[config.mk]
export PLATFORM = sky130hd
export DESIGN_NAME = byte_matrix_permutation_engine
export DESIGN_NICKNAME = d
export VERILOG_FILES = /design/src/bmpe_pkg.sv /design/src/bmpe_mod_unit.sv /design/src/byte_matrix_permutation_engine.sv
export VERILOG_INCLUDE_DIRS = /design/src /design/src/src
export SDC_FILE = /design/constraint.sdc
export NUM_CORES = 2
export LEC_CHECK = 0
export BUFFER_PORTS_ARGS = -buffer_cell sky130_fd_sc_hd__buf_4
export CAP_MARGIN = 20
export CORE_MARGIN = 8
export CORE_UTILIZATION = 45
export CTS_CLUSTER_SIZE = 16
export DETAILED_ROUTE_END_ITERATION = 8
export MAX_ROUTING_LAYER = met4
export PLACE_DENSITY = 0.71
export SLEW_MARGIN = 10
export SYNTH_ARGS = -nofsm -noshare
export SYNTH_HDL_FRONTEND = slang
export SYNTH_SLANG_ARGS = --single-unit
[constraint.sdc]
create_clock -name aclk -period 13.5 [get_ports aclk]
set_clock_uncertainty 0.05 [all_clocks]
set_input_delay 0.675 -clock aclk [delete_from_list [all_inputs] [get_ports aclk]]
set_output_delay 0.675 -clock aclk [all_outputs]
set_load 0.005 [all_outputs]
[src/byte_matrix_permutation_engine_assert.svh]
// Assertion macros for the byte matrix permutation engine.
// Depends on nothing; included by modules that carry assertions.
`ifndef BYTE_MATRIX_PERMUTATION_ENGINE_ASSERT_SVH
`define BYTE_MATRIX_PERMUTATION_ENGINE_ASSERT_SVH
`ifndef SYNTHESIS
`define BMPE_ASSERT_IMPL(label, clk, rstn, prop) \
    label: assert property (@(posedge clk) disable iff (!rstn) prop) \
        else $error("assertion failed");
`define BMPE_ASSERT_NEVER(label, clk, rstn, cond) \
    label: assert property (@(posedge clk) disable iff (!rstn) !(cond)) \
        else $error("forbidden condition");
`else
`define BMPE_ASSERT_IMPL(label, clk, rstn, prop)
`define BMPE_ASSERT_NEVER(label, clk, rstn, cond)
`endif
`endif

[src/bmpe_pkg.sv]
// Package for the byte matrix permutation engine: command codes and widths.
// No dependencies.
package bmpe_pkg;
    localparam int unsigned DIM_W = 9;
    localparam logic [3:0] CMD_WRITE     = 4'd0;
    localparam logic [3:0] CMD_READ      = 4'd1;
    localparam logic [3:0] CMD_CELLSWAP  = 4'd2;
    localparam logic [3:0] CMD_ROWSWAP   = 4'd3;
    localparam logic [3:0] CMD_COLSWAP   = 4'd4;
    localparam logic [3:0] CMD_ROWREV    = 4'd5;
    localparam logic [3:0] CMD_COLREV    = 4'd6;
    localparam logic [3:0] CMD_ROWROT    = 4'd7;
    localparam logic [3:0] CMD_COLROT    = 4'd8;
    localparam logic [3:0] CMD_NEIGHBOUR = 4'd9;
    localparam logic [3:0] CMD_ALLCOLS   = 4'd10;
    localparam logic [3:0] CMD_ALLROWS   = 4'd11;
    localparam logic [1:0] DIR_UP    = 2'd0;
    localparam logic [1:0] DIR_DOWN  = 2'd1;
    localparam logic [1:0] DIR_LEFT  = 2'd2;
    localparam logic [1:0] DIR_RIGHT = 2'd3;
    localparam logic [0:0] REG_ROWS = 1'b0;
    localparam logic [0:0] REG_COLS = 1'b1;
    typedef logic [DIM_W-1:0] dim_t;
    // request/answer between sequencer and the modulo unit
    typedef struct packed {
        logic        start;
        logic [31:0] dividend;
        dim_t        divisor;
    } mod_req_t;
    typedef struct packed {
        logic done;
        dim_t remainder;
    } mod_rsp_t;
endpackage

[src/bmpe_mod_unit.sv]
// Restoring modulo unit: 32-bit dividend by 9-bit divisor, one bit a cycle.
// Depends on bmpe_pkg.
module bmpe_mod_unit (
    input  logic              aclk,
    input  logic              aresetn,
    input  bmpe_pkg::mod_req_t req,
    output bmpe_pkg::mod_rsp_t rsp
);
    import bmpe_pkg::*;
    logic        busy_reg, busy_next;
    logic [5:0]  cnt_reg, cnt_next;
    logic [31:0] q_reg, q_next;
    logic [DIM_W:0] rem_reg, rem_next;
    dim_t        dv_reg, dv_next;
    logic        done_reg, done_next;
    logic [DIM_W:0] trial;
    always_comb begin
        busy_next = busy_reg;
        cnt_next = cnt_reg;
        q_next = q_reg;
        rem_next = rem_reg;
        dv_next = dv_reg;
        done_next = 1'b0;
        trial = {rem_reg[DIM_W-1:0], q_reg[31]};
        if (req.start) begin
            busy_next = 1'b1;
            cnt_next = 6'd0;
            q_next = req.dividend;
            rem_next = '0;
            dv_next = req.divisor;
        end else if (busy_reg) begin
            q_next = {q_reg[30:0], 1'b0};
            if (trial >= {1'b0, dv_reg}) begin
                rem_next = trial - {1'b0, dv_reg};
            end else begin
                rem_next = trial;
            end
            cnt_next = cnt_reg + 6'd1;
            if (cnt_reg == 6'd31) begin
                busy_next = 1'b0;
                done_next = 1'b1;
            end
        end
    end
    always_ff @(posedge aclk) begin
        if (!aresetn) begin
            busy_reg <= 1'b0;
            done_reg <= 1'b0;
            cnt_reg <= '0;
        end else begin
            busy_reg <= busy_next;
            done_reg <= done_next;
            cnt_reg <= cnt_next;
        end
        q_reg <= q_next;
        rem_reg <= rem_next;
        dv_reg <= dv_next;
    end
    assign rsp.done = done_reg;
    assign rsp.remainder = rem_reg[DIM_W-1:0];
endmodule

[src/byte_matrix_permutation_engine.sv]
// Byte matrix permutation engine. One command word in, one result word out.
// Commands run one at a time. Operands are first reduced by a bit-serial
// modulo unit. A command reduces one to four operands. The matrix lives in
// one single-port byte memory with a registered read. Every cell pair is
// plan, address, two reads and two writes, then a step. A write ends after
// plan, address and its write; a read after plan, address and two reads.
// Rotates run as chains of neighbour swaps: a line of n cells takes n-1
// swaps, and a whole-matrix move does this for every line. The result goes
// to an output register, so a waiting result word does not hold the
// engine. A finished command only waits when the previous word is still
// undelivered.
// Depends on bmpe_pkg, bmpe_mod_unit and the assertion header.
module byte_matrix_permutation_engine #(
    parameter int unsigned CAPACITY = 256
) (
    input  logic         aclk,
    input  logic         aresetn,
    input  logic         s_tvalid,
    output logic         s_tready,
    // tdata: command[3:0], arg_a[35:4], arg_b[67:36], arg_c[99:68],
    //        arg_d[131:100], invert[132], write_byte[140:133], zero fill
    input  logic [143:0] s_tdata,
    output logic         m_tvalid,
    input  logic         m_tready,
    // tdata: read_byte[7:0], status[8], zero fill
    output logic [15:0]  m_tdata,
    input  logic         cfg_we,
    input  logic         cfg_index,
    input  logic [8:0]   cfg_wdata
);
    import bmpe_pkg::*;
    `include "byte_matrix_permutation_engine_assert.svh"

    localparam int unsigned AW = (CAPACITY > 1) ? $clog2(CAPACITY) : 1;
    localparam int unsigned PW = 2 * DIM_W;

    localparam logic [3:0] ST_IDLE = 4'd0;
    localparam logic [3:0] ST_MOD  = 4'd1;
    localparam logic [3:0] ST_PLAN = 4'd2;
    localparam logic [3:0] ST_RD1  = 4'd3;
    localparam logic [3:0] ST_RD2  = 4'd4;
    localparam logic [3:0] ST_WR1  = 4'd5;
    localparam logic [3:0] ST_WR2  = 4'd6;
    localparam logic [3:0] ST_NEXT = 4'd7;
    localparam logic [3:0] ST_OUT  = 4'd8;
    localparam logic [3:0] ST_ADR  = 4'd9;

    // store
    logic [7:0] mem [CAPACITY];
    logic          mem_we;
    logic [AW-1:0] mem_addr;
    logic [7:0]    mem_wdata, mem_rdata;
    always_ff @(posedge aclk) begin
        if (mem_we) begin
            mem[mem_addr] <= mem_wdata;
        end
        mem_rdata <= mem[mem_addr];
    end

    dim_t rows_reg, cols_reg;
    always_ff @(posedge aclk) begin
        if (!aresetn) begin
            rows_reg <= dim_t'(1);
            cols_reg <= dim_t'(1);
        end else if (cfg_we) begin
            if (cfg_index == REG_ROWS) rows_reg <= cfg_wdata;
            else cols_reg <= cfg_wdata;
        end
    end

    logic [3:0]  state_reg, state_next;
    logic [3:0]  cmd_reg, cmd_next;
    logic [31:0] op_reg [4];
    logic [31:0] op_next [4];
    logic        inv_reg, inv_next;
    logic [7:0]  wb_reg, wb_next;
    logic [1:0]  mi_reg, mi_next;
    dim_t        a_reg, a_next, b_reg, b_next, c_reg, c_next, d_reg, d_next;
    // loop counters: k outer/element index, j inner position
    dim_t        k_reg, k_next, j_reg, j_next;
    dim_t        r1_reg, r1_next, c1_reg, c1_next, r2_reg, r2_next, c2_reg, c2_next;
    logic [7:0]  t1_reg, t1_next, t2_reg, t2_next;
    logic [7:0]  rd_reg, rd_next;
    logic        st_reg, st_next;
    // output register: valid flag and {status, read_byte}
    logic        mv_reg, mv_next;
    logic [8:0]  res_reg, res_next;
    logic [AW-1:0] ad1_reg, ad1_next, ad2_reg, ad2_next;
    logic [PW-1:0] p1_reg, p1_next, p2_reg, p2_next;

    mod_req_t mreq;
    mod_rsp_t mrsp;
    bmpe_mod_unit u_mod (.aclk(aclk), .aresetn(aresetn), .req(mreq), .rsp(mrsp));

    logic [PW-1:0] prod;
    logic          dims_ok;
    logic          rot_dir;
    dim_t          rm1, cm1;
    assign prod = PW'(rows_reg) * PW'(cols_reg);
    assign rm1 = rows_reg - dim_t'(1);
    assign cm1 = cols_reg - dim_t'(1);
    assign rot_dir = ((cmd_reg == CMD_ALLCOLS || cmd_reg == CMD_ALLROWS)
                      ? op_reg[0][0] : op_reg[1][0]) ^ inv_reg;

    always_comb begin
        state_next = state_reg;
        cmd_next = cmd_reg;
        for (int i = 0; i < 4; i++) op_next[i] = op_reg[i];
        inv_next = inv_reg; wb_next = wb_reg; mi_next = mi_reg;
        a_next = a_reg; b_next = b_reg; c_next = c_reg; d_next = d_reg;
        k_next = k_reg; j_next = j_reg;
        r1_next = r1_reg; c1_next = c1_reg; r2_next = r2_reg; c2_next = c2_reg;
        t1_next = t1_reg; t2_next = t2_reg;
        rd_next = rd_reg; st_next = st_reg;
        mv_next = mv_reg; res_next = res_reg;
        if (mv_reg && m_tready) mv_next = 1'b0;
        ad1_next = ad1_reg; ad2_next = ad2_reg;
        p1_next = p1_reg; p2_next = p2_reg;
        mreq.start = 1'b0; mreq.dividend = '0; mreq.divisor = rows_reg;
        mem_we = 1'b0; mem_addr = ad1_reg; mem_wdata = t2_reg;
        case (state_reg)
            ST_IDLE: begin
                if (s_tvalid) begin
                    cmd_next = s_tdata[3:0];
                    op_next[0] = s_tdata[35:4];
                    op_next[1] = s_tdata[67:36];
                    op_next[2] = s_tdata[99:68];
                    op_next[3] = s_tdata[131:100];
                    inv_next = s_tdata[132];
                    wb_next = s_tdata[140:133];
                    rd_next = '0;
                    st_next = 1'b0;
                    if (prod > PW'(CAPACITY)) begin
                        st_next = 1'b1;
                        state_next = ST_OUT;
                    end else if (rows_reg == '0 || cols_reg == '0
                                 || s_tdata[3:0] > CMD_ALLROWS) begin
                        state_next = ST_OUT;
                    end else begin
                        mi_next = 2'd0;
                        mreq.start = 1'b1;
                        mreq.dividend = s_tdata[35:4];
                        mreq.divisor = (s_tdata[3:0] == CMD_COLSWAP
                                        || s_tdata[3:0] == CMD_COLREV
                                        || s_tdata[3:0] == CMD_COLROT)
                                       ? cols_reg : rows_reg;
                        state_next = ST_MOD;
                    end
                end
            end
            ST_MOD: begin
                // operand order: a, b, c, d; b is a column except for rowswap,
                // c is a row, d a column
                if (mrsp.done) begin
                    case (mi_reg)
                        2'd0: a_next = mrsp.remainder;
                        2'd1: b_next = mrsp.remainder;
                        2'd2: c_next = mrsp.remainder;
                        default: d_next = mrsp.remainder;
                    endcase
                    mi_next = mi_reg + 2'd1;
                    if (mi_reg == 2'd3
                        || (mi_reg == 2'd1 && cmd_reg != CMD_CELLSWAP)
                        || (mi_reg == 2'd0 && (cmd_reg == CMD_ROWREV
                            || cmd_reg == CMD_COLREV || cmd_reg == CMD_ROWROT
                            || cmd_reg == CMD_COLROT || cmd_reg == CMD_ALLCOLS
                            || cmd_reg == CMD_ALLROWS))) begin
                        state_next = ST_PLAN;
                        k_next = '0;
                        j_next = '0;
                    end else begin
                        mreq.start = 1'b1;
                        mreq.dividend = op_reg[mi_reg + 2'd1];
                        mreq.divisor = (mi_reg == 2'd2
                                        || (mi_reg == 2'd0 && cmd_reg != CMD_ROWSWAP))
                                       ? cols_reg : rows_reg;
                    end
                end
            end
            ST_PLAN: begin
                // choose the next pair of cells
                state_next = ST_ADR;
                case (cmd_reg)
                    CMD_WRITE, CMD_READ: begin
                        r1_next = a_reg; c1_next = b_reg;
                        r2_next = a_reg; c2_next = b_reg;
                    end
                    CMD_CELLSWAP: begin
                        r1_next = a_reg; c1_next = b_reg;
                        r2_next = c_reg; c2_next = d_reg;
                    end
                    CMD_ROWSWAP: begin
                        r1_next = a_reg; c1_next = k_reg;
                        r2_next = b_reg; c2_next = k_reg;
                        if (k_reg >= cols_reg) state_next = ST_OUT;
                    end
                    CMD_COLSWAP: begin
                        r1_next = k_reg; c1_next = a_reg;
                        r2_next = k_reg; c2_next = b_reg;
                        if (k_reg >= rows_reg) state_next = ST_OUT;
                    end
                    CMD_ROWREV: begin
                        r1_next = a_reg; c1_next = k_reg;
                        r2_next = a_reg; c2_next = cm1 - k_reg;
                        if (k_reg >= (cols_reg >> 1)) state_next = ST_OUT;
                    end
                    CMD_COLREV: begin
                        r1_next = k_reg; c1_next = a_reg;
                        r2_next = rm1 - k_reg; c2_next = a_reg;
                        if (k_reg >= (rows_reg >> 1)) state_next = ST_OUT;
                    end
                    CMD_NEIGHBOUR: begin
                        r1_next = a_reg; c1_next = b_reg;
                        r2_next = a_reg; c2_next = b_reg;
                        case (op_reg[2][1:0])
                            DIR_UP: r2_next = (a_reg == '0) ? rm1 : a_reg - dim_t'(1);
                            DIR_DOWN: r2_next = (a_reg == rm1) ? '0 : a_reg + dim_t'(1);
                            DIR_LEFT: c2_next = (b_reg == '0) ? cm1 : b_reg - dim_t'(1);
                            default: c2_next = (b_reg == cm1) ? '0 : b_reg + dim_t'(1);
                        endcase
                    end
                    default: begin
                        // rotates as a chain of adjacent swaps:
                        // line index L, positions j and j+1 (or reversed)
                        dim_t line, len;
                        logic colw;
                        colw = (cmd_reg == CMD_COLROT || cmd_reg == CMD_ALLCOLS);
                        line = (cmd_reg == CMD_ROWROT || cmd_reg == CMD_COLROT)
                               ? a_reg : k_reg;
                        len = colw ? rows_reg : cols_reg;
                        if ((cmd_reg == CMD_ROWROT || cmd_reg == CMD_COLROT)
                            ? (k_reg != '0)
                            : (k_reg >= (colw ? cols_reg : rows_reg))) begin
                            state_next = ST_OUT;
                        end else if (j_reg + dim_t'(1) >= len) begin
                            k_next = k_reg + dim_t'(1);
                            j_next = '0;
                            state_next = ST_PLAN;
                        end else begin
                            dim_t p, q;
                            // dir 0: swap (j,j+1) ascending; dir 1: from the end
                            p = rot_dir ? (len - dim_t'(1) - j_reg) : j_reg;
                            q = rot_dir ? (len - dim_t'(2) - j_reg) : j_reg + dim_t'(1);
                            r1_next = colw ? p : line; c1_next = colw ? line : p;
                            r2_next = colw ? q : line; c2_next = colw ? line : q;
                        end
                    end
                endcase
                p1_next = PW'(r1_next) * PW'(cols_reg);
                p2_next = PW'(r2_next) * PW'(cols_reg);
            end
            ST_ADR: begin
                ad1_next = AW'(p1_reg + PW'(c1_reg));
                ad2_next = AW'(p2_reg + PW'(c2_reg));
                state_next = ST_RD1;
            end
            ST_RD1: begin
                mem_addr = ad1_reg;
                if (cmd_reg == CMD_WRITE) begin
                    mem_we = 1'b1;
                    mem_wdata = wb_reg;
                    state_next = ST_OUT;
                end else begin
                    state_next = ST_RD2;
                end
            end
            ST_RD2: begin
                mem_addr = ad2_reg;
                t1_next = mem_rdata;
                if (cmd_reg == CMD_READ) begin
                    rd_next = mem_rdata;
                    state_next = ST_OUT;
                end else begin
                    state_next = ST_WR1;
                end
            end
            ST_WR1: begin
                t2_next = mem_rdata;
                mem_addr = ad1_reg;
                mem_we = 1'b1;
                mem_wdata = mem_rdata;
                state_next = ST_WR2;
            end
            ST_WR2: begin
                mem_addr = ad2_reg;
                mem_we = 1'b1;
                mem_wdata = t1_reg;
                state_next = ST_NEXT;
            end
            ST_NEXT: begin
                if (cmd_reg == CMD_CELLSWAP || cmd_reg == CMD_NEIGHBOUR) begin
                    state_next = ST_OUT;
                end else if (cmd_reg == CMD_ROWROT || cmd_reg == CMD_COLROT
                             || cmd_reg == CMD_ALLCOLS || cmd_reg == CMD_ALLROWS) begin
                    j_next = j_reg + dim_t'(1);
                    state_next = ST_PLAN;
                end else begin
                    k_next = k_reg + dim_t'(1);
                    state_next = ST_PLAN;
                end
            end
            ST_OUT: begin
                // hand the word to the output register once it is free
                if (!mv_reg || m_tready) begin
                    mv_next = 1'b1;
                    res_next = {st_reg, rd_reg};
                    state_next = ST_IDLE;
                end
            end
            default: state_next = ST_IDLE;
        endcase
    end

    always_ff @(posedge aclk) begin
        if (!aresetn) begin
            state_reg <= ST_IDLE;
            mv_reg <= 1'b0;
        end else begin
            state_reg <= state_next;
            mv_reg <= mv_next;
        end
        cmd_reg <= cmd_next;
        for (int i = 0; i < 4; i++) op_reg[i] <= op_next[i];
        inv_reg <= inv_next; wb_reg <= wb_next; mi_reg <= mi_next;
        a_reg <= a_next; b_reg <= b_next; c_reg <= c_next; d_reg <= d_next;
        k_reg <= k_next; j_reg <= j_next;
        r1_reg <= r1_next; c1_reg <= c1_next; r2_reg <= r2_next; c2_reg <= c2_next;
        t1_reg <= t1_next; t2_reg <= t2_next;
        rd_reg <= rd_next; st_reg <= st_next;
        res_reg <= res_next;
        ad1_reg <= ad1_next; ad2_reg <= ad2_next;
        p1_reg <= p1_next; p2_reg <= p2_next;
    end

    assign dims_ok = (prod <= PW'(CAPACITY));
    assign s_tready = (state_reg == ST_IDLE);
    assign m_tvalid = mv_reg;
    assign m_tdata = {7'd0, res_reg};

    `BMPE_ASSERT_IMPL(a_out_hold, aclk, aresetn,
        (m_tvalid && !m_tready) |=> m_tvalid)
    `BMPE_ASSERT_IMPL(a_out_stable, aclk, aresetn,
        (m_tvalid && !m_tready) |=> $stable(m_tdata))
    `BMPE_ASSERT_NEVER(a_store_ok, aclk, aresetn, mem_we && !dims_ok)
    `BMPE_ASSERT_IMPL(a_status_read, aclk, aresetn,
        (m_tvalid && m_tdata[8]) |-> (m_tdata[7:0] == 8'd0))
endmodule

After elaboration in Yosys (flattened, before gate mapping)
Memories as Yosys holds them, arrays and structs flattened. A register that Yosys moved wholly into a read port is not among the register bits.
Cells that the tools add are included.
- output and inout port bits: 18
- word-level logic and storage cells: 287
- memories: 2
- bits in writable memories: 2176
- register bits after elaboration: 249
- $lt $le $gt $ge: 9
- equal/unequal tests: 52
- add/subtract/negate cells: 19
- mux-type cells: 98
- $mul: 3
- reductions and logical operators: 66
- bitwise logic cells: 5
- memories (name ; depth ; width ; rd ports ; clocked after memory_dff ; write ports ; RTL line ; source):
    mem ; 256 ; 8 ; 1 ; 1 ; 1 ; byte_matrix_permutation_engine.sv:49 ; logic [7:0] mem [CAPACITY];
    op_reg ; 4 ; 32 ; 4 ; 0 ; 4 ; byte_matrix_permutation_engine.sv:73 ; logic [31:0] op_reg [4];
- operators by type and width (cell ; count):
    9-bit 2-to-1 mux ; 30
    128-bit 2-to-1 mux ; 2
    42-bit 2-to-1 mux ; 5
    8-bit 2-to-1 mux ; 12
    42-bit case mux with 2 select lines ; 1
    32-bit 2-to-1 mux ; 2
    9-bit case mux with 3 select lines ; 2
    9-bit case mux with 6 select lines ; 1
    8-bit case mux with 3 select lines ; 2
    8-bit case mux with 6 select lines ; 1
    4-bit 2-to-1 mux ; 11
    4-bit by 3-bit == test with 1-bit output (second input constant) ; 10
    4-bit case mux with 10 select lines ; 1
    9-bit >= comparator ; 4
    9-bit logical NOT ; 4
    9-bit case mux with 2 select lines ; 2
    9-bit by 1-bit subtractor with 9-bit output (second input constant) ; 4
    9-bit subtractor ; 4
    8-bit case mux with 2 select lines ; 2
    4-bit == test (second input constant) ; 7
    9-bit by 1-bit adder with 9-bit output (second input constant) ; 3
    2-bit inequality test (second input constant) ; 13
    3-bit AND reduction ; 7
    4-bit case mux with 5 select lines ; 1
    other kinds (47) ; 121

Longest topological paths before layout
- word-level depth: 12
- depth in mapped cells: 34
- depth with buffers taken out: 28

Modules after synthesis
From an unflattened synthesis, not the netlist that was laid out.
- cell total of the unflattened synthesis: 6549
- area, all modules: 106154.3 um2
- modules (own cells, without submodules) (module ; seq. area each (um2) ; instances ; cells an instance ; area an instance (um2)):
    byte_matrix_permutation_engine ; 70918.0 ; 1 ; 6327 ; 103327.8
    bmpe_mod_unit ; 1571.5 ; 1 ; 222 ; 2826.5

Worst setup path after synthesis
Ideal clock, no wire load.
- kind: register -> register
- from: register cmd_reg[2]
- to: memory mem[0][0] (data pin)
- path slack: 0.076 ns
- buffers on the path: 2
- setup time: 2.189 ns
- cell stages (with the launch flop): 8
- arrival time: 11.185 ns
- data required time: 11.261 ns
- clock period less this slack: 13.424 ns
- cells stage by stage: edfxtp_1 clkbuf_1 or2_2 nor3_1 o21ai_0 a21oi_1 clkbuf_1 o21ai_0
- word-level cells in the longest chain between the ends: 3
- RTL lines (element ; RTL line ; source):
    start: declaration ; byte_matrix_permutation_engine.sv:72 ; logic [3:0] cmd_reg, cmd_next;
    start signal: assignment ; byte_matrix_permutation_engine.sv:322 ; cmd_reg <= cmd_next;
    4-bit logical NOT ; byte_matrix_permutation_engine.sv:259 ; if (cmd_reg == CMD_WRITE) begin
    8-bit 2-to-1 mux ; byte_matrix_permutation_engine.sv:259 ;
    8-bit case mux with 3 select lines ; byte_matrix_permutation_engine.sv:121 ; case (state_reg)
    via mem_wdata[0] ; byte_matrix_permutation_engine.sv:52 ; logic [7:0] mem_wdata, mem_rdata;
    end: declaration ; byte_matrix_permutation_engine.sv:49 ;
The timed path passes the listed nets, and every way through them passes these cells.

Final worst setup path
- from: register rows_reg[0]
- to: register p2_reg[7] (data pin)
- word-level cells in the longest chain between the ends: 10
- RTL lines (element ; RTL line ; source):
    start: declaration ; byte_matrix_permutation_engine.sv:60 ; dim_t rows_reg, cols_reg;
    start signal: assignment ; byte_matrix_permutation_engine.sv:63 ; rows_reg <= dim_t'(1);
    start signal: assignment ; byte_matrix_permutation_engine.sv:66 ; if (cfg_index == REG_ROWS) rows_reg <= cfg_wdata;
    9-bit 2-to-1 mux ; byte_matrix_permutation_engine.sv:230 ; len = colw ? rows_reg : cols_reg;
    9-bit by 2-bit subtractor with 9-bit output ; byte_matrix_permutation_engine.sv:243 ; q = rot_dir ? (len - dim_t'(2) - j_reg) : j_reg + dim_t'(1);
    9-bit subtractor ; byte_matrix_permutation_engine.sv:243 ;
    9-bit 2-to-1 mux ; byte_matrix_permutation_engine.sv:243 ;
    9-bit 2-to-1 mux ; byte_matrix_permutation_engine.sv:245 ; r2_next = colw ? q : line; c2_next = colw ? line : q;
    9-bit 2-to-1 mux ; byte_matrix_permutation_engine.sv:235 ; end else if (j_reg + dim_t'(1) >= len) begin
    9-bit 2-to-1 mux ; byte_matrix_permutation_engine.sv:231 ; if ((cmd_reg == CMD_ROWROT || cmd_reg == CMD_COLROT)
    9-bit case mux with 6 select lines * ; byte_matrix_permutation_engine.sv:183 ; case (cmd_reg)
    9-bit 2-to-1 mux * ; byte_matrix_permutation_engine.sv:121 ;
    9-bit by 9-bit multiplier with 8-bit output * ; byte_matrix_permutation_engine.sv:250 ; p2_next = PW'(r2_next) * PW'(cols_reg);
    end signal: assignment ; byte_matrix_permutation_engine.sv:332 ; p1_reg <= p1_next; p2_reg <= p2_next;
    end: declaration ; byte_matrix_permutation_engine.sv:89 ; logic [PW-1:0] p1_reg, p1_next, p2_reg, p2_next;
Every way passes the cells marked *; elsewhere a longest branch is shown, timed or not. The select of a mux whose other input is x is not followed.
A chain may end at the register's enable or synchronous reset.

==> reports/qor.txt <==
synth unique cells -> 88
Pwr Density -> 143 nW/um^2
final hold vios -> 0
first drt pass iteration count -> 8
status -> completed
final max-slew violation count -> 0
Hold Crit Class -> in -> reg
critical path's slowest cell -> dfxtp_1
initial antenna violation count -> 14
final setup vio count -> 0
number of core rows -> 178
fin area -> 120,000 sq um
CTS Buf Count -> 232
Worst Path Arrival -> 8.97 ns
total gr overflow -> 0
DR vias -> 60,970
Ports -> 177
synth warn -> 0
Area Growth Syn to Fin -> 13.2%
CP required -> 14.08 ns
port bufs -> 166
chip height -> 502 um
synth top area cells -> edfxtp_1 (67%), mux4_2 (11%), nand2_1 (2.7%), ha_1 (2.3%), nor2_1 (1.5%)
clk sinks -> 2,430
CP Class -> reg -> reg
Synth area leader -> edfxtp_1
Fmax -> 119 MHz
Syn Area/Cell -> 16.2 sq um
number of flops mapped to enable cells by yosys -> 2,382
final antenna-violating net count -> 0
CP Max Fanout -> 15
Root Driver -> clkbuf_16
#FFs+latches synth -> 2,430
maxcap violations -> 0
max reg flops -> 2,048
Max-slew headroom -> 0.193
most common cell in the synthesized netlist -> edfxtp_1
routed len/inst -> 27.6 um
RSZ-0062 raised after global routing -> no
layout cells sized above 1 -> 0.178
die area -> 252,000 sq um
initial core utilization -> 0.452
final worst-path cycle share -> 0.622
GRT Util Overall -> 0.224
Crit path top cell by count -> xnor2_1
number of global-route vias before repair -> 61,156
Main synth FF type -> edfxtp_1
share of the synthesized area in the top cell type -> 0.674
crit path time final -> 8.39 ns
Setup crit end kind -> register
first-pass GRT wire length -> 412,000 um
clk slew on worst S/H paths -> 0.07 ns
static leakage -> 40.5 nW
Mapped Cells -> 6,535
buffer depth of the longest clock path -> 3
Post-route DRC -> 0
slowest stage delay, CP -> 0.96 ns
critical path cell sequence -> clkinv_1 -> ha_1 -> xnor2_1 -> xnor2_1 -> or4_1 -> nor4_2 -> nand2_1 -> a311oi_1 -> o21ai_0 -> o21ai_1 -> nor2_1 -> fa_1 -> inv_1 -> fa_1 -> fa_1 -> fa_1 -> inv_1 -> ha_1 -> a21oi_1 -> xnor2_1 -> xnor2_1 -> xnor3_1 -> xnor2_1
Setup TNS Final -> 0 ns
worst-margin pin slew -> 1.21 ns
Nets -> 7,253
Peak VDD IR -> 0.131 mV
GP Congestion -> 0.974
Syn Std Cell Area -> 106,000 sq um
drt initial violations -> 7,857
worst skew pair latency -> 0.90 ns
TritonCTS clock tree -> yes
Final HPWL DP -> 170,000 um
core area -> 235,000 sq um
startpoint types -> register
Via density -> 5.99
final WL -> 281,000 um
post-synthesis sequential area ratio -> 0.683
largest net degree at the start of global routing -> 189
Die Width -> 502 um
area post-placement -> 111,000 sq um
H-tree levels -> 4
top cells by count, synth -> edfxtp_1 (2,382), nand2_1 (771), mux4_2 (534)
post-synthesis async set-or-reset flop share -> 0
-- placed cells by master, fill, tap and decap left out, types with 42 or more instances in the layout --
cell type | synthesis | final
inv_1 | 252 | 251
ha_1 | 193 | 193
and3_1 | 95 | 95
xor2_1 | 42 | 42
xnor2_1 | 95 | 95
buf_4 | 29 | 296
a211oi_1 | 51 | 51
dlygate4sd3_1 | 0 | 124
clkinv_1 | 5 | 51
edfxtp_1 | 2382 | 2382
mux4_2 | 534 | 534
and2_1 | 88 | 88
o21ai_0 | 93 | 85
clkbuf_16 | 0 | 233
nor2_1 | 435 | 434
a21o_1 | 57 | 57
nand2_1 | 771 | 769
nand3_1 | 162 | 161
nor2b_1 | 53 | 53
dfxtp_1 | 48 | 48
clkinv_2 | 0 | 44
a21oi_1 | 127 | 126
mux2i_1 | 58 | 54
clkbuf_1 | 252 | 48
fa_1 | 81 | 81
-- path summary, 6_finish.rpt --
check	depth (start not counted)	from	slack (ns)	endpoint
max	23	rows_reg[0]	5.11	p2_reg[7]
min	3	cfg_wdata[2]	0.07	cols_reg[2]
max reg2reg	23	rows_reg[0]	5.11	p2_reg[7]
min reg2reg	0	rd_reg[2]	0.37	res_reg[2]
-- critical path: cells and delay by family, from the launching register on --
| kind | cells | cell delay, ns |
|---|---|---|
| buffers and inverters | 3 | 0.77 |
| adders and majority gates | 6 | 2.59 |
| xor gates and xnor gates | 6 | 1.20 |
| AOI/OAI and AO/OA | 4 | 1.28 |
| DFF | 1 | 0.96 |
| and+or+nand+nor | 4 | 1.36 |
-- stage by stage --
step	utilization	hold WS [ns]	std cells	power [mW]	setup WS, ns
2_1_floorplan	-	0.350	6541	10.0	0.0762
3_3_place_gp	0.473	0.358	9607	10.6	5.17
3_5_place_dp	0.473	0.355	9608	10.6	5.07
4_1_cts	0.511	0.0196	10165	17.2	5.09
5_1_grt	0.512	0.0376	10181	17.7	4.68
6_report	0.512	0.0681	10184	17.2	5.11
-- report_power, final --
group	switching (mW)	internal [mW]
logic	1.19	0.768
registers	0.139	8.47
clock network	2.91	3.71
-- cell families (layout without fill, tap and decap cells) --
kind of cell,Yosys count,in the layout,share of synthesized area
compound gates,671,671,0.0443
xor+xnor,142,142,0.0124
fa+ha+maj,274,274,0.0380
buf+inv,649,1127,0.0256
flops,2430,2430,0.683
mux,618,618,0.123
other cells,1,22,0.0000353
simple gates,1750,1750,0.0734
-- cell type report --
type                       count  area [sq um]
fill                       18706        115000
sequential                  2430         72500
clock inverter               149          1710
antenna                       15          37.5
clock buffer                 284          6050
tap                         3150          3940
timing repair buffer         435          3770
multi-input combinational   3462         31100
inverter                     259           977
-- per-layer routing --
metal,up-vias,track usage,wire (um)
li1,25799,-,-
met1,31220,0.304,110000
met2,3319,0.342,133000
met3,632,0.0452,27800
met4,0,0.0755,10600
met5,-,-,0
-- what timing repair did --
action,in CTS,in global routing
hold buffers,124,0
setup buffers,0,0
endpoints found under the hold margin,130,0
resized for setup,0,0
No activity file was read; power rests on OpenSTA's default activity.
